File: src/rtl/core/hcft_pkg.sv
// Shared definitions for the chunked frame tracker: phase codes, characters,
// the result record and the hex digit decoder. No dependencies.
package hcft_pkg;

  localparam int SIZE_BITS_DEF = 32;
  localparam int COUNT_BITS    = 32;
  localparam int PHASE_BITS    = 4;

  localparam logic [7:0] CH_CR = 8'h0D;
  localparam logic [7:0] CH_LF = 8'h0A;

  localparam logic [PHASE_BITS-1:0] PH_SIZE     = 4'd0;
  localparam logic [PHASE_BITS-1:0] PH_EXT      = 4'd1;
  localparam logic [PHASE_BITS-1:0] PH_SIZE_LF  = 4'd2;
  localparam logic [PHASE_BITS-1:0] PH_BODY     = 4'd3;
  localparam logic [PHASE_BITS-1:0] PH_BODY_CR  = 4'd4;
  localparam logic [PHASE_BITS-1:0] PH_BODY_LF  = 4'd5;
  localparam logic [PHASE_BITS-1:0] PH_TR_START = 4'd6;
  localparam logic [PHASE_BITS-1:0] PH_TR_LINE  = 4'd7;
  localparam logic [PHASE_BITS-1:0] PH_TR_LF    = 4'd8;
  localparam logic [PHASE_BITS-1:0] PH_FINAL_LF = 4'd9;
  localparam logic [PHASE_BITS-1:0] PH_DONE     = 4'd10;
  localparam logic [PHASE_BITS-1:0] PH_HALT     = 4'd11;
  localparam logic [PHASE_BITS-1:0] PH_LAST     = 4'd15;

  typedef struct packed {
    logic [7:0]            out_byte;
    logic                  is_payload;
    logic                  message_done;
    logic                  format_error;
    logic [COUNT_BITS-1:0] bytes_seen;
  } result_t;

  typedef struct packed {
    logic       ok;
    logic [3:0] value;
  } hex_t;

  function automatic hex_t hex_decode(input logic [7:0] c);
    hex_t h;
    h.ok    = 1'b1;
    h.value = 4'd0;
    if (c >= "0" && c <= "9") begin
      h.value = 4'(c - 8'h30);
    end else if (c >= "a" && c <= "f") begin
      h.value = 4'(c - 8'h57);
    end else if (c >= "A" && c <= "F") begin
      h.value = 4'(c - 8'h37);
    end else begin
      h.ok = 1'b0;
    end
    return h;
  endfunction

endpackage

File: src/rtl/core/http_chunked_frame_tracker_unit.sv
// Chunked body frame tracker top level: framing state, parse logic, result register.
// Latency: a result is registered and appears in the cycle after its byte is accepted.
// Throughput: one byte per cycle while in_stall is low, as the phase and counts update on each accepted byte.
// Reset: rst clears the phase to size-line start, the counts and the result register's valid flag.
// Depends on hcft_pkg, hcft_parse and hcft_out_reg.
module http_chunked_frame_tracker_unit #(
  parameter int SIZE_BITS = hcft_pkg::SIZE_BITS_DEF
) (
  input  logic                            clk,
  input  logic                            rst,
  input  logic                            in_valid,
  output logic                            in_stall,
  input  logic                            action,
  input  logic [7:0]                      data_byte,
  output logic                            out_valid,
  input  logic                            out_stall,
  output logic [7:0]                      out_byte,
  output logic                            is_payload,
  output logic                            message_done,
  output logic                            format_error,
  output logic [hcft_pkg::COUNT_BITS-1:0] bytes_seen
);
  import hcft_pkg::*;

  logic [PHASE_BITS-1:0] phase;
  logic [PHASE_BITS-1:0] phase_next;
  logic [SIZE_BITS-1:0]  chunk;
  logic [SIZE_BITS-1:0]  chunk_next;
  logic                  digit_seen;
  logic                  digit_seen_next;
  logic [COUNT_BITS-1:0] byte_total;
  logic [COUNT_BITS-1:0] byte_total_next;
  logic                  res_valid;
  logic                  in_accept;
  result_t               res;
  result_t               out_data;

  assign in_stall  = out_valid && out_stall;
  assign in_accept = in_valid && !in_stall;

  hcft_parse #(
    .SIZE_BITS(SIZE_BITS)
  ) u_parse (
    .action          (action),
    .data_byte       (data_byte),
    .phase           (phase),
    .chunk           (chunk),
    .digit_seen      (digit_seen),
    .byte_total      (byte_total),
    .phase_next      (phase_next),
    .chunk_next      (chunk_next),
    .digit_seen_next (digit_seen_next),
    .byte_total_next (byte_total_next),
    .res_valid       (res_valid),
    .res             (res)
  );

  always_ff @(posedge clk) begin
    if (rst) begin
      phase      <= PH_SIZE;
      chunk      <= '0;
      digit_seen <= 1'b0;
      byte_total <= '0;
    end else if (in_accept) begin
      if (action) begin
        phase      <= PH_SIZE;
        chunk      <= '0;
        digit_seen <= 1'b0;
        byte_total <= '0;
      end else if (res_valid) begin
        phase      <= phase_next;
        chunk      <= chunk_next;
        digit_seen <= digit_seen_next;
        byte_total <= byte_total_next;
      end
    end
  end

  hcft_out_reg u_out (
    .clk       (clk),
    .rst       (rst),
    .load      (in_accept && res_valid),
    .load_data (res),
    .out_stall (out_stall),
    .out_valid (out_valid),
    .data      (out_data)
  );

  assign out_byte     = out_data.out_byte;
  assign is_payload   = out_data.is_payload;
  assign message_done = out_data.message_done;
  assign format_error = out_data.format_error;
  assign bytes_seen   = out_data.bytes_seen;

`ifndef SYNTHESIS
  a_restart_clears: assert property (@(posedge clk) disable iff (rst)
    in_accept && action |=> phase == PH_SIZE && chunk == '0 && !digit_seen
      && byte_total == '0)
    else $error("restart did not clear framing state");

  a_body_nonzero: assert property (@(posedge clk) disable iff (rst)
    phase == PH_BODY |-> chunk != '0)
    else $error("body phase with zero bytes remaining");

  a_flags_exclusive: assert property (@(posedge clk) disable iff (rst)
    out_valid |-> !(is_payload && format_error) && !(message_done && format_error))
    else $error("conflicting result flags");

  a_error_halts: assert property (@(posedge clk) disable iff (rst)
    in_accept && res_valid && res.format_error |=> phase == PH_HALT)
    else $error("tracker did not halt after framing error");
`endif

endmodule

File: src/rtl/core/hcft_parse.sv
// Per-byte framing decision: next phase, size count, byte count and result.
// Depends on hcft_pkg.
module hcft_parse #(
  parameter int SIZE_BITS = hcft_pkg::SIZE_BITS_DEF
) (
  input  logic                                   action,
  input  logic [7:0]                             data_byte,
  input  logic [hcft_pkg::PHASE_BITS-1:0]        phase,
  input  logic [SIZE_BITS-1:0]                   chunk,
  input  logic                                   digit_seen,
  input  logic [hcft_pkg::COUNT_BITS-1:0]        byte_total,
  output logic [hcft_pkg::PHASE_BITS-1:0]        phase_next,
  output logic [SIZE_BITS-1:0]                   chunk_next,
  output logic                                   digit_seen_next,
  output logic [hcft_pkg::COUNT_BITS-1:0]        byte_total_next,
  output logic                                   res_valid,
  output hcft_pkg::result_t                      res
);
  import hcft_pkg::*;

  hex_t                  hx;
  logic                  active;
  logic                  err;
  logic                  payload;
  logic                  done;
  logic [SIZE_BITS-1:0]  chunk_dec;
  logic [PHASE_BITS-1:0] ph;

  assign hx        = hex_decode(data_byte);
  assign chunk_dec = chunk - SIZE_BITS'(1);
  assign active    = !action && !(phase inside {[PH_DONE : PH_LAST]});

  always_comb begin
    ph              = phase;
    chunk_next      = chunk;
    digit_seen_next = digit_seen;
    err             = 1'b0;
    payload         = 1'b0;
    done            = 1'b0;
    case (phase)
      PH_SIZE: begin
        if (hx.ok) begin
          if (chunk[SIZE_BITS-1 -: 4] != 4'd0) begin
            err = 1'b1;
          end else begin
            chunk_next      = {chunk[SIZE_BITS-5:0], hx.value};
            digit_seen_next = 1'b1;
          end
        end else if (!digit_seen || data_byte == CH_LF) begin
          err = 1'b1;
        end else if (data_byte == CH_CR) begin
          ph = PH_SIZE_LF;
        end else begin
          ph = PH_EXT;
        end
      end
      PH_EXT: begin
        if (data_byte == CH_CR) ph = PH_SIZE_LF;
        else if (data_byte == CH_LF) err = 1'b1;
      end
      PH_SIZE_LF: begin
        if (data_byte != CH_LF) err = 1'b1;
        else if (chunk == '0) ph = PH_TR_START;
        else ph = PH_BODY;
      end
      PH_BODY: begin
        payload    = 1'b1;
        chunk_next = chunk_dec;
        if (chunk_dec == '0) ph = PH_BODY_CR;
      end
      PH_BODY_CR: begin
        if (data_byte == CH_CR) ph = PH_BODY_LF;
        else err = 1'b1;
      end
      PH_BODY_LF: begin
        if (data_byte == CH_LF) begin
          ph              = PH_SIZE;
          digit_seen_next = 1'b0;
          chunk_next      = '0;
        end else begin
          err = 1'b1;
        end
      end
      PH_TR_START: begin
        if (data_byte == CH_CR) ph = PH_FINAL_LF;
        else if (data_byte == CH_LF) err = 1'b1;
        else ph = PH_TR_LINE;
      end
      PH_TR_LINE: begin
        if (data_byte == CH_CR) ph = PH_TR_LF;
        else if (data_byte == CH_LF) err = 1'b1;
      end
      PH_TR_LF: begin
        if (data_byte == CH_LF) ph = PH_TR_START;
        else err = 1'b1;
      end
      PH_FINAL_LF: begin
        if (data_byte == CH_LF) begin
          ph   = PH_DONE;
          done = 1'b1;
        end else begin
          err = 1'b1;
        end
      end
      default: begin
        ph = phase;
      end
    endcase
    if (err) ph = PH_HALT;
  end

  assign phase_next       = ph;
  assign byte_total_next  = byte_total + COUNT_BITS'(1);
  assign res_valid        = active;
  assign res.out_byte     = data_byte;
  assign res.is_payload   = payload;
  assign res.message_done = done;
  assign res.format_error = err;
  assign res.bytes_seen   = byte_total_next;

endmodule

File: src/rtl/core/hcft_out_reg.sv
// Result register: holds one result item until the downstream side takes it.
// Depends on hcft_pkg.
module hcft_out_reg (
  input  logic              clk,
  input  logic              rst,
  input  logic              load,
  input  hcft_pkg::result_t load_data,
  input  logic              out_stall,
  output logic              out_valid,
  output hcft_pkg::result_t data
);
  import hcft_pkg::*;

  always_ff @(posedge clk) begin
    if (rst) begin
      out_valid <= 1'b0;
    end else if (!out_valid || !out_stall) begin
      out_valid <= load;
    end
  end

  always_ff @(posedge clk) begin
    if (load) begin
      data <= load_data;
    end
  end

endmodule
File: config.mk
export PLATFORM = sky130hd
export DESIGN_NAME = http_chunked_frame_tracker_unit
export DESIGN_NICKNAME = d
export VERILOG_FILES = /design/src/rtl/core/hcft_pkg.sv /design/src/rtl/core/http_chunked_frame_tracker_unit.sv /design/src/rtl/core/hcft_parse.sv /design/src/rtl/core/hcft_out_reg.sv
export SDC_FILE = /design/constraint.sdc
export NUM_CORES = 1
export LEC_CHECK = 0
export ABC_AREA = 1
export BUFFER_PORTS_ARGS = -buffer_cell sky130_fd_sc_hd__buf_2
export CAP_MARGIN = 20
export CORE_ASPECT_RATIO = 0.9
export CORE_UTILIZATION = 50
export DETAILED_ROUTE_END_ITERATION = 10
export PLACE_DENSITY = 0.73
export SETUP_SLACK_MARGIN = 0.5
export SYNTH_ARGS = -nofsm -noshare
export SYNTH_HDL_FRONTEND = slang
export SYNTH_SLANG_ARGS = --single-unit
export TNS_END_PERCENT = 5
File: constraint.sdc
create_clock -name clk -period 2.37 [get_ports clk]
set_input_delay 0.3555 -clock clk [delete_from_list [all_inputs] [get_ports clk]]
set_output_delay 0.3555 -clock clk [all_outputs]
set_load 0.03 [all_outputs]
---- Yosys cells after proc, flatten, opt, wreduce, memory -nomap -nowiden ----
Cells that the tools add are included.
W data, S select, Z words.
cells by class
  reduce and logical (&&, ||, !) cells .... 30
  order comparisons ....................... 8
  multiplexer cells ....................... 48
  equality and inequality tests ........... 26
  $add $sub $neg .......................... 5
operators by type and width
  operator                 number
  $mux W32                 7
  $pmux W32 S3             1
  $mux W4                  18
  $logic_not A32 Y1        2
  $pmux W4 S10             1
  $add A32 B1 Y32 const B  1
  $sub A32 B1 Y32 const B  1
  $ne A4 B2 Y1 const B     7
  $mux W1                  17
  $eq A4 B3 Y1 const B     4
  $eq A8 B4 Y1 const B     2
  $ge A8 B7 Y1 const B     2
  $le A8 B7 Y1 const B     2
  $reduce_and A14 Y1       1
  $reduce_and A6 Y1        2
  $reduce_bool A12 Y1      1
  $eq A4 B2 Y1 const B     2
  $eq A4 B4 Y1 const B     2
  $ge A8 B6 Y1 const B     1
  $le A8 B6 Y1 const B     1
  $logic_and A1 B1 Y1      8
  $ne A4 B3 Y1 const B     2
  $ne A8 B4 Y1 const B     1
  $reduce_bool A4 Y1       2
  20 further kinds         29
word-level totals
  flip-flop bits (word level) ............. 113
  logic and storage cells ................. 127
  output and inout port bits .............. 45

---- Longest topological paths before layout ----
Gate-level depths: netlist (run 1).
  word-level depth ........................ 10
  depth in mapped cells ................... 18
  mapped depth without buffers ............ 18

---- Hierarchy ----
A second synthesis (run 1) with hierarchy kept.
unflattened totals
  cell total of the unflattened synthesis .. 1138
  area, all modules ....................... 8017.7 sq um
modules (own cells, without submodules)
  module                           cells each  times used  area each (sq um)
  hcft_parse                       623         1           3410.8
  http_chunked_frame_tracker_unit  468         1           3279.4
  hcft_out_reg                     47          1           1327.5

---- Worst setup path after synthesis (run 1) ----
No wires, ideal clock.
  kind .................................... reg-to-reg
  start point ............................. register u_out.out_valid
  end point ............................... register u_out.data[0] (netlist bit) (enable)
  data arrival time ....................... 1753 ps
  cell stages (with the launch flop) ...... 5
  setup slack ............................. 233 ps
  buffers on the path ..................... 1
  path through ............................ dfxtp_1 -> nand2_1 -> nand2_1 -> nor3_1 -> buf_2
on the way
  cells in the longest elaborated chain, start to end .. 4
ends and longest elaborated chain
  element                   line                                   source
  start: declaration        hcft_out_reg.sv:9                      output logic out_valid,
  start signal: assignment  hcft_out_reg.sv:18                     out_valid <= load;
  $logic_and A1 B1 Y1       http_chunked_frame_tracker_unit.sv:38  assign in_stall = out_valid && out_stall;
  $logic_not A1 Y1          http_chunked_frame_tracker_unit.sv:39  assign in_accept = in_valid && !in_stall;
  $logic_and A1 B1 Y1       http_chunked_frame_tracker_unit.sv:39
  $logic_and A1 B1 Y1       http_chunked_frame_tracker_unit.sv:82  .load (in_accept && res_valid),
  net u_out.load            hcft_out_reg.sv:6                      input logic load,
  end signal: assignment    hcft_out_reg.sv:24                     data <= load_data;
  end: declaration          hcft_out_reg.sv:10                     output hcft_pkg::result_t data
The timed path passes the listed nets, and every way through them passes these cells.
A chain may end at the register's enable or synchronous reset.

---- Final worst setup path (run 1) ----
  start point ............................. register chunk[1]
  end point ............................... register phase[2]
on the way
  cells in the longest elaborated chain, start to end .. 7
  elaborated cells between the ends (all ways) .. 11
  classes of those cells .................. add/sub: 1; eq/ne: 1; mux: 6; reduce/logical: 3
ends and longest elaborated chain
  element                                                  line                                   source
  start: declaration                                       http_chunked_frame_tracker_unit.sv:27  logic [SIZE_BITS-1:0] chunk;
  start signal: assignment                                 http_chunked_frame_tracker_unit.sv:72  chunk <= chunk_next;
  branches (longest 7 deep; another with $sub A32 B1 Y32)  n/a
  end signal: assignment                                   http_chunked_frame_tracker_unit.sv:71  phase <= phase_next;
  end: declaration                                         http_chunked_frame_tracker_unit.sv:25  logic [PHASE_BITS-1:0] phase;
Parallel ways; which one is timed is not known. The select of a mux whose other input is x is not followed.

==> results.txt, run 1 <==
* Outcome: completed
- At the end of the flow, the number of nets in the layout was slightly above 1000.
- Of the synthesized area, sequential elements account for 0.409.
- Relative slew slack: 0.677
- Clk_skew: slightly below 9 ps
- Max-cap violations in this run came to 0.
- Setup violations remaining at the end of the flow were counted as 0.
- Setup repair after global routing could not meet its margin everywhere.
* Biggest area consumer among synthesized cells: dfxtp_1
- Proportion of netlist area held by the largest area contributor: 0.213
- Core region area: roughly 0.013 mm^2
* Final critical-path required period: ~2200 ps
- After the first detailed-routing iteration, the DRC count stood at between 700 and 800.
* Floorplan die width: around 120 um
- Area of the mapped netlist: around 0.0066 mm^2
- Top-count cell post-synth: nand2_1
- Post-Synthesis Mean Instance Area: between 7 and 8 um^2
- Static timing analysis puts the maximum clock frequency at approximately 0.45 GHz.
- Counting along the longest clock path gives a buffer depth of 2.
- After global routing the overflow that remains totals 0.
* Area delta synth->final: 20.3%
* Total DRC errors in the routed layout: 0
- Cell area power density: 696 mW/mm^2
- In the detailed route, the total length drawn on met2 is ~7300 um.
- In this run the worst setup path begins at chunk[1]$_SDFFE_PP0P_.
- Leakage power summed over all cells: between 3 and 4 nW
- Required time of the critical path: roughly 2700 ps
* Global-route total usage across every layer: 0.257
- In the final layout, the share of cells above drive strength 1 is 0.214.
- STA classifies the critical path endpoint as a register.
- Initial Util: 0.516
- Detailed-routing wirelength on met1: 7570 um
* Number of clock sinks: about 110
- In this run the tool buffered the top-level ports with 57 buffer cells.
* Worst hold slack: 151 ps
* Post-route ant nets: 0
* Finished Cell Area: slightly below 0.008 mm^2
- Area after detailed placement: between 0.007 and 0.008 mm^2
* Clk Tree Root Cell: clkbuf_16
- Sorting the synthesized cells by how often they occur yields nand2_1, nor2_1, inv_1.
* Drt pass-1 iters: 5
- The number of global-route vias before repair came to 5555.
- The critical path in this run is classified as reg2reg.
- Counting flops with an async set or reset pin after synthesis yields a share of 0.
- Summing over every cut layer, the via total after detailed routing is 6207.
- Counting distinct cell types in the post-synthesis netlist gives 47.
- Antenna violations before repair: 0
- Die boundary height: 111 um
- The total count of max-transition violations in the final report came to 0.
- Sum of negative setup slack: 0 ps
- End of the worst register-to-register path: phase[2]$_SDFFE_PP0P_
* Crit Path Max Fanout: 8
- Final RePlAce weighted congestion: around 0.96
* Routed length per instance: 14.3 um
* PnR Total Power: between 5 and 6 mW
- Gate count after technology mapping: 912
* CTS clock-pin slew for the worst setup and hold paths: approximately 50 ps
* Element type at the critical path start: register
* Prevailing post-synth register cell: dfxtp_1
* Main area contributors after synthesis: dfxtp_1, edfxtp_1, nand2_1
- Flop and latch count out of synthesis: 113
- Along the worst hold path, the cell count comes to 1.
* Clock buffers created by TritonCTS: 17
- Entering global routing, the biggest net connects between 70 and 80 pins.
- Measured in cells, the most critical reg-to-reg path has a length of 17.
- Met3 WL: 1530 um
- The number of nets in the synthesized netlist is around 930.
- The die covers 0.0136 mm^2.
- First-pass GRT wire length: about 27000 um
* Worst vdd rail ir drop: roughly 0.52 mV
- Using the TritonRoute via totals, the vias-per-cell ratio works out to around 5.3.
- The floorplan has 39 rows.
- Sink of the worst hold path: u_out.data[40]$_DFFE_PP_
- Tightest Pin Transition: 481 ps
- Depth of the CTS H-tree: 4
* Number of cells after detailed placement: about 1100
- During I/O placement, the number of pins put on the boundary was 58.
- Summed over all layers, the routed wires come to about 17000 um.
- The min-delay analysis places its worst path in the category in2reg.
- Launch point of the worst reg-to-reg path: chunk[1]$_SDFFE_PP0P_
- Filler cells: between 1000 and 1500
* Source of the worst hold timing path: data_byte[5]
* Post-DP HPWL: about 12000 um
- The detailed router used layers up to and including met4.
- Total inserted antenna cells: 0
- YS warnings: 0
- Clock tree from TritonCTS: built
- Number of enable flip-flop cells after synthesis: 43
- Crit path arrival time: 2560 ps
- The later pin in the worst-skew pair is clocked with a latency of about 420 ps.
- Final critical-path share of the clock period: 0.934
* Final Hold Fails: 0
- Count of non-filler cells in the finished layout: about 1200
- Setup slack, reg-to-reg: about 160 ps
-- routing by layer --
| metal | vias to the layer above | global-route usage |
|---|---|---|
| met5 | - | 0 |
| met4 | 0 | 0.0683 |
| met3 | 27 | 0.0777 |
| met2 | 284 | 0.375 |
| met1 | 2776 | 0.368 |
| li1 | 3120 | - |
-- worst max-delay path: stages, from the launching register on --
cell	delay [ps]
dfxtp_2	340
nor2_2	130
nand2_2	110
nor2_4	270
nand2_4	120
nand2_1	70
nand2_1	70
clkinv_1	50
nand2_1	60
nor2_1	130
nand3_1	100
nor2_1	90
nand2_1	90
nand2_2	90
nand4_4	160
nand2_2	110
nand2_1	60
nor2_1	100
-- kinds of logic after synthesis --
group | after synthesis | synth area share
XOR/XNOR | 37 | 0.0492
AO/OA/AOI/OAI | 122 | 0.106
flip-flops | 113 | 0.409
AND/OR/NAND/NOR | 486 | 0.337
adder cells (fa/ha/maj) | 7 | 0.0133
buffers and inverters | 147 | 0.0864
-- power breakdown --
part           leakage (nW)  switching, mW  internal, mW
Clock                 0.283          0.917          1.57
Sequential            0.994         0.0355          2.07
Combinational          2.29          0.640         0.281
-- sequential cells by signal, summed over array words and instances (netlist names) --
| signal | flops |
|---|---|
| u_out.out_valid | 1 |
| u_out.data | 43 |
| digit_seen | 1 |
| phase | 4 |
| chunk | 32 |
| byte_total | 32 |
-- metrics by stage --
stage                     setup slack, ps  utilization
after floorplan                       479            -
after global placement               69.3        0.560
after detailed placement             55.7        0.560
after CTS                             251        0.618
after global routing                 37.2        0.620
final                                 156        0.620
-- final cells by class --
class | instances | area, um^2 | area share
multi-input cells | 652 | 3480 | 0.439
flip-flops and latches | 113 | 2710 | 0.342
repair buffers | 81 | 490 | 0.0618
inverters | 122 | 460 | 0.0581
clock buffers | 19 | 443 | 0.0559
well taps | 164 | 205 | 0.0259
clock inverters | 13 | 136 | 0.0172
-- worst max-delay path by stage --
| stage | to | depth (start not counted) | slack (ps) |
|---|---|---|---|
| final | phase[2]$_SDFFE_PP0P_ | 17 | 160 |
| after global routing | phase[2]$_SDFFE_PP0P_ | 17 | 40 |
| after CTS | phase[2]$_SDFFE_PP0P_ | 17 | 250 |
| after detailed placement | phase[2]$_SDFFE_PP0P_ | 15 | 60 |
| after global placement | chunk[1]$_SDFFE_PP0P_ | 13 | 70 |
| after floorplan | u_out.data[30]$_DFFE_PP_ | 12 | 480 |
-- cells in the final DEF, fill, tap and decap left out, types with 14 or more instances in the layout --
master / Yosys / final
a21oi_1: 58 / 58
nand3_1: 50 / 47
nor2_2: 12 / 24
xor2_1: 31 / 29
buf_2: 5 / 57
o21ai_0: 14 / 14
buf_4: 1 / 22
nand2_1: 245 / 236
dfxtp_1: 70 / 60
edfxtp_1: 43 / 43
inv_1: 107 / 106
nand2_2: 9 / 17
clkbuf_16: 0 / 17
nor2_1: 115 / 100
nor3_1: 15 / 14
-- what timing repair did --
action / CTS / global route
endpoints found under the setup margin: 52 / 75
buffers inserted: 7 / 1
gates resized for setup: 36 / 8
hold buffers: 0 / 0
cloned: 0 / 0
pin swaps: 8 / 2
No activity file was read; power rests on OpenSTA's default activity.
==> inputs of run 2 (changes only) <==
- RECOVER_POWER: default -> 100
==> results.txt, run 2 (synthesis results as in run 1) <==
- The number of levels in the clock H-tree was 4 (unchanged).
- Outcome: completed
- The hold violation total from the final report is 0 (unchanged).
* Total buffers and inverters traversed by the critical path: 0 (-1)
- Tightest Pin Transition: 962 ps (+481 ps)
- CP Class: reg2reg
- More flip-flops sit in one register than any other, and that register is u_out.data.
- Maximum number of pins on one net before global-route repair: 77 (unchanged)
- The power density over cell area was 704 mW/mm^2 (+1.3%).
- Vias after detailed routing: 6225 (+0.29%)
- The area occupied by multi-input gates is 0.00345 mm^2 (-0.93%).
- Clk Tree Root Cell: clkbuf_16
- The number of global-route vias before repair came to 5555 (unchanged).
- Number of nets in the final layout: 1007 (unchanged)
* Die Footprint: 0.0136 mm^2 (unchanged)
* Cell family with the largest share of critical-path delay: simple AND/OR/NAND/NOR gates
- From synthesis to final layout, the design area changed by 18.5%.
- The chip height is 111 um (unchanged).
- The met2 wire length came to 7350 um (about the same).
- First-pass GRT wire length: 27500 um (unchanged)
- Setup slack after layout: 139 ps (-16.9 ps)
* Maximum clock insertion buffer count: 2 (unchanged)
- The setup total negative slack was 0 ps (unchanged).
* Element type at the critical path start: register
- Clock buffers created by TritonCTS: 17 (unchanged)
* Filler cells: 1140 (+4.2%)
* Routed length per instance: 14.4 um (+0.33%)
- Flip-flop count of the largest register, all copies and words added: 43 (unchanged)
* Maximum clock frequency: 0.448 GHz (-0.76%)
- The sum of routed wire segments on met1 was 7640 um (+1.0%).
- Cell with the largest stage delay on the worst path: dfxtp_2
* Final RePlAce weighted congestion: 0.957 (unchanged)
- The post-detailed-route count of antenna-violating nets came to 0 (unchanged).
* Routed WL: 16700 um (+0.33%)
- Clk_skew: 8.04 ps (-0.677 ps)
- Post-DP HPWL: 11500 um (unchanged)
- The number of detailed-route iterations in the first pass came to 5 (unchanged).
- The iteration-0 DRC count of the detailed router was 679 (-9.7%).
- Worst path cell trace: nor2_2, nand2_2, nor2_4, xor2_2, nand3_1, nor2_2, nand3_1, nor2_1, nand2_1, nand2_2, nand4_4, nand2_2, nand2_1, nor2_1
* Worst setup path startpoint: chunk[1]$_SDFFE_PP0P_
- Port Buffers: 57 (unchanged)
- The total count of max-transition violations in the final report is 0 (unchanged).
- Final critical-path required period: 2230 ps (+16.9 ps)
- Source of the worst hold timing path: data_byte[5]
- Endpoint kind of the worst setup timing path: register
- The pre-CTS setup slack is 55.7 ps (unchanged).
- The number of antenna violations at the first check in global routing came to 0 (unchanged).
* Hold-fix buffers, CTS: 0 (unchanged)
- The max-slew headroom at the worst pin is 0.359 (-0.318).
* Endpoints failing setup: 0 (unchanged)
* CTS clock-pin slew for the worst setup and hold paths: 50 ps (about the same)
- The effective utilization at floorplan came to 0.516 (unchanged).
- The I/O pin count is 58 (unchanged).
- The number of vias per cell is 5.35 (+0.29%).
- The floorplan row count was 39 (unchanged).
- Final critical-path share of the clock period: 0.941 (+0.00713)
* Overflow left after global routing: 0 (unchanged)
* Maxcap violations: 0 (unchanged)
* Leakage power summed over all cells: 3.38 nW (-5.2%)
- The TritonCTS sink count was 113 (unchanged).
- Total inserted antenna cells: 0 (unchanged)
* Global-route total usage across every layer: 0.257 (unchanged)
- The area of the core was 0.0128 mm^2 (unchanged).
- Fraction of final layout cells with drive strength greater than 1: 0.152 (-0.0620)
* Clock tree from TritonCTS: built
- The amount of wire on met3 after detailed routing was 1510 um (-0.98%).
- The largest stage delay on the critical path came to 340 ps (about the same).
- Area taken by flip-flops and latches: 0.00271 mm^2 (unchanged)
* Commonest non-fill, non-tap cells in the layout: nand2_1, inv_1, nor2_1
- The startpoint identified for the worst register-to-register timing path is chunk[1]$_SDFFE_PP0P_.
* Highest layer used for signal routing: met4
* Floorplan die width: 123 um (unchanged)
- Crit Path Max Fanout: 8 (unchanged)
- Worst vdd rail ir drop: 0.515 mV (-0.72%)
- The remaining design rule violation count is 0 (unchanged).
* Registers with the most flip-flops: u_out.data (43), byte_total (32), chunk (32)
- The worst setup slack for register-to-register paths was 140 ps (-20 ps).
- Setup repair after global routing missed its margin: true
- Most common library cell in the layout ignoring fill and taps: nand2_1
* Clk Latency, worst-skew pair: 420 ps (about the same)
* Worst hold slack: 192 ps (+41.9 ps)
- CP most frequent cell: nand2_2
* Required time of the critical path: 2720 ps (about the same)
- Classification of the worst-slack hold path: in2reg
- The data arrival at the endpoint of the critical path came to 2580 ps (+20 ps).
==> run 2: per-stage QoR <==
stage | std cells | area (um^2) | util | power (mW)
floorplan | 912 | 6640 | - | 2.77
global placement | 1124 | 7160 | 0.560 | 3.00
detailed placement | 1124 | 7160 | 0.560 | 3.00
CTS | 1163 | 7900 | 0.618 | 5.52
global route | 1164 | 7810 | 0.611 | 5.71
finish | 1164 | 7810 | 0.611 | 5.50
==> run 2: layer usage <==
layer  vias to the layer above  global-route usage
li1                       3115                   -
met1                      2795               0.368
met2                       290               0.375
met3                        25              0.0777
met4                         0              0.0683
met5                         -                   0
==> run 2: worst reg2reg max path: cells and delay by family (launching register included) <==
| kind | cells | cell delay (ps) |
|---|---|---|
| flip-flops | 1 | 340 |
| AND/OR/NAND/NOR | 13 | 1610 |
| XOR/XNOR | 1 | 200 |
==> run 2: repair_timing <==
| action | 4_1_cts | 5_1_grt |
|---|---|---|
| buffers inserted | 7 | 1 |
| setup endpoints to repair | 52 | 75 |
| gates resized for setup | 36 | 8 |
| pin swaps | 8 | 2 |
==> run 2: path summary, 6_finish.rpt <==
check | end | depth (start not counted)
worst max-delay path | phase[2]$_SDFFE_PP0P_ | 14
worst min-delay path | u_out.data[40]$_DFFE_PP_ | 1
worst max register to register | phase[2]$_SDFFE_PP0P_ | 14
worst min register to register | byte_total[4]$_SDFFE_PP0P_ | 2
==> run 2: layout make-up <==
cell class | count | area share
clock buffer | 19 | 0.0567
tap | 164 | 0.0263
inverter | 122 | 0.0589
timing repair buffer | 81 | 0.0519
clock inverter | 13 | 0.0175
sequential | 113 | 0.347
multi-input combinational | 652 | 0.442
==> run 2: power breakdown <==
| group | internal (mW) | switching [mW] |
|---|---|---|
| Combinational | 0.264 | 0.639 |
| Clock | 1.57 | 0.919 |
| Sequential | 2.07 | 0.0356 |
| Total | 3.91 | 1.59 |
==> inputs of run 3 (changes only) <==
- CORE_ASPECT_RATIO: 0.9 -> default
==> results.txt, run 3 (synthesis results as in run 1) <==
- The flow ran to the end, and the final reports show no timing, DRC or antenna violations.
* Clk Latency, worst-skew pair: 420 ps (about the same)
* Final critical-path required period: 2220 ps (-6.82 ps)
* Maxcap violations: 0 (unchanged)
- The floorplan row count was 41 (+5.1%).
- The routability congestion estimate from global placement came to 0.982 (+2.6%).
* CTS clock-pin slew for the worst setup and hold paths: 50 ps (about the same)
* Fin. max-slew vios: 0 (unchanged)
- The worst vdd rail ir drop was 0.427 mV (-17%).
- The overall die area came to 0.0136 mm^2 (about the same).
- The average routed wire per standard cell was 14.3 um (-0.76%).
* Classification of the worst-slack hold path: in2reg
- The horizontal die dimension came to 117 um (-5.0%).
* Maximum clock insertion buffer count: 2 (unchanged)
* Vias per std cell: 5.33 (-0.34%)
- Clock tree from TritonCTS: built
- Commonest non-fill, non-tap cells in the layout: nand2_1, inv_1, nor2_1
- Setup repair after global routing could not meet its margin everywhere.
- Flip-flop count of the largest register, all copies and words added: 43 (unchanged)
* Crit Path Max Fanout: 8 (unchanged)
* Number of nets in the final layout: 1023 (+1.6%)
* Depth of the CTS H-tree: 4 (unchanged)
- Drt pass-1 iters: 6 (+1)
- Initial Util: 0.518 (+0.00254)
- The transition time at the pin with the least slew margin came to 482 ps (-480 ps).
* Cell area power density: 681 mW/mm^2 (-3.3%)
- Die boundary height: 117 um (+5.3%)
- The number of antenna violations at the first check in global routing came to 0 (unchanged).
* Routed WL: 17000 um (+1.3%)
- Crit path arrival time: 2580 ps (about the same)
- Number of clock sinks: 113 (unchanged)
- The count of filler cells inserted in the layout was 1156 (+1.4%).
- The library cell used most frequently in the layout, excluding fill and tap cells, is nand2_1.
- Total inserted antenna cells: 0 (unchanged)
- Worst Reg2Reg Path Length in Cells: 16 (+2)
- The final worst clock skew came to 7.90 ps (-0.133 ps).
- Clk Tree Root Cell: clkbuf_16
- The global-route usage over all layers is 0.263 (+0.00562).
* CP Class: reg2reg
* Port Buffers: 57 (unchanged)
- The hold violation total from the final report is 0 (unchanged).
* Element type at the critical path start: register
- Relative to the synthesized area, the layout overhead comes to 22.5%.
- Endpoints failing setup: 0 (unchanged)
- The number of buffers inserted for hold repair after clock tree synthesis came to 0 (unchanged).
- Final critical-path share of the clock period: 0.938 (-0.00288)
- The upper clock frequency limit is 0.450 GHz (+0.31%).
- The detailed placement HPWL was 11400 um (-0.55%).
* Source of the worst hold timing path: data_byte[5]
* Overflow left after global routing: 0 (unchanged)
- Required time of the critical path: 2720 ps (about the same)
* Total DRC errors in the routed layout: 0 (unchanged)
* Leakage power summed over all cells: 3.49 nW (+3.2%)
* Worst hold path cell count: 1 (unchanged)
- The number of global-route vias before repair is 5757 (+3.6%).
- Clock buffers created by TritonCTS: 17 (unchanged)
- Core region area: 0.0127 mm^2 (-0.49%)
* Relative slew slack: 0.677 (+0.319)
- The setup total negative slack came to 0 ps (unchanged).
* Worst setup path startpoint: chunk[0]$_SDFFE_PP0P_
- The post-detailed-route count of antenna-violating nets came to 0 (unchanged).
- The maximum number of pins on one net before global-route repair is 77 (unchanged).
- The I/O pin count came to 58 (unchanged).
- Fraction of final layout cells with drive strength greater than 1: 0.185 (+0.0330)
- Launch point of the worst reg-to-reg path: chunk[0]$_SDFFE_PP0P_
* Vias after detailed routing: 6332 (+1.7%)
- The filler-free cell count of the finished design is 1188 (+2.1%).
- The iteration-0 DRC count of the detailed router came to 634 (-6.6%).
* Registers with the most flip-flops: u_out.data (43), byte_total (32), chunk (32)
- Number of cells after detailed placement: 1135 (+0.98%)
- STA classifies the critical path endpoint as a register.
* Most flops, register: u_out.data
* First-pass GRT wire length: 27600 um (+0.45%)
## run 3: worst paths after layout
| path | end | slack, ps |
|---|---|---|
| setup / recovery | phase[3]$_SDFFE_PP0P_ | 150 |
| hold reg to reg | byte_total[0]$_SDFFE_PP0P_ | 470 |
| setup reg to reg | phase[3]$_SDFFE_PP0P_ | 150 |
| hold / removal | u_out.data[40]$_DFFE_PP_ | 190 |
## run 3: layer usage
layer	track usage	wire length [um]	vias up
li1	-	-	3144
met1	0.362	7740	2879
met2	0.390	7550	271
met3	0.0716	1300	38
met4	0.106	354	0
met5	0	0	-
## run 3: cell type report
cell class | count | area (um^2) | share of cell area
multi-input combinational | 652 | 3560 | 0.441
sequential | 113 | 2730 | 0.338
timing repair buffer | 97 | 543 | 0.0673
inverter | 122 | 458 | 0.0567
clock buffer | 18 | 429 | 0.0532
tap | 172 | 215 | 0.0267
clock inverter | 14 | 139 | 0.0172
## run 3: where the power goes
part           switching, mW  internal, mW
Sequential            0.0368          2.07
Combinational          0.653         0.292
Clock                  0.911          1.54
Total                   1.60          3.90
## run 3: per-stage QoR
stage	worst slack, ps	area (um^2)	hold slack, ps	total power [mW]	util
global placement	74.5	7180	452	3.00	0.564
floorplan	479	6640	441	2.77	-
global route	-51.2	8070	188	5.72	0.635
finish	146	8070	193	5.50	0.635
CTS	326	8110	138	5.50	0.638
detailed placement	86.1	7180	463	2.99	0.564
## run 3: timing repair
| action | in CTS | in global routing |
|---|---|---|
| resized for setup | 64 | 29 |
| pin swaps | 27 | 21 |
| hold endpoints to repair | 0 | 0 |
| cloned | 0 | 0 |
| endpoints found under the setup margin | 51 | 65 |
| buffers inserted | 19 | 2 |
## run 3: critical path, stage by stage (launching register included)
cell and delay (ps):
dfxtp_2 320, inv_2 80, ha_4 200, nand3_4 100, nor2_4 170, nor2_1 70
nor2_1 220, nand2_1 130, nor2_2 160, nand3_1 100, nor2_2 90, nand2_1 70
nand2_2 90, nand4_4 120, nand2_1 90, nand2_1 50, nor2_1 100
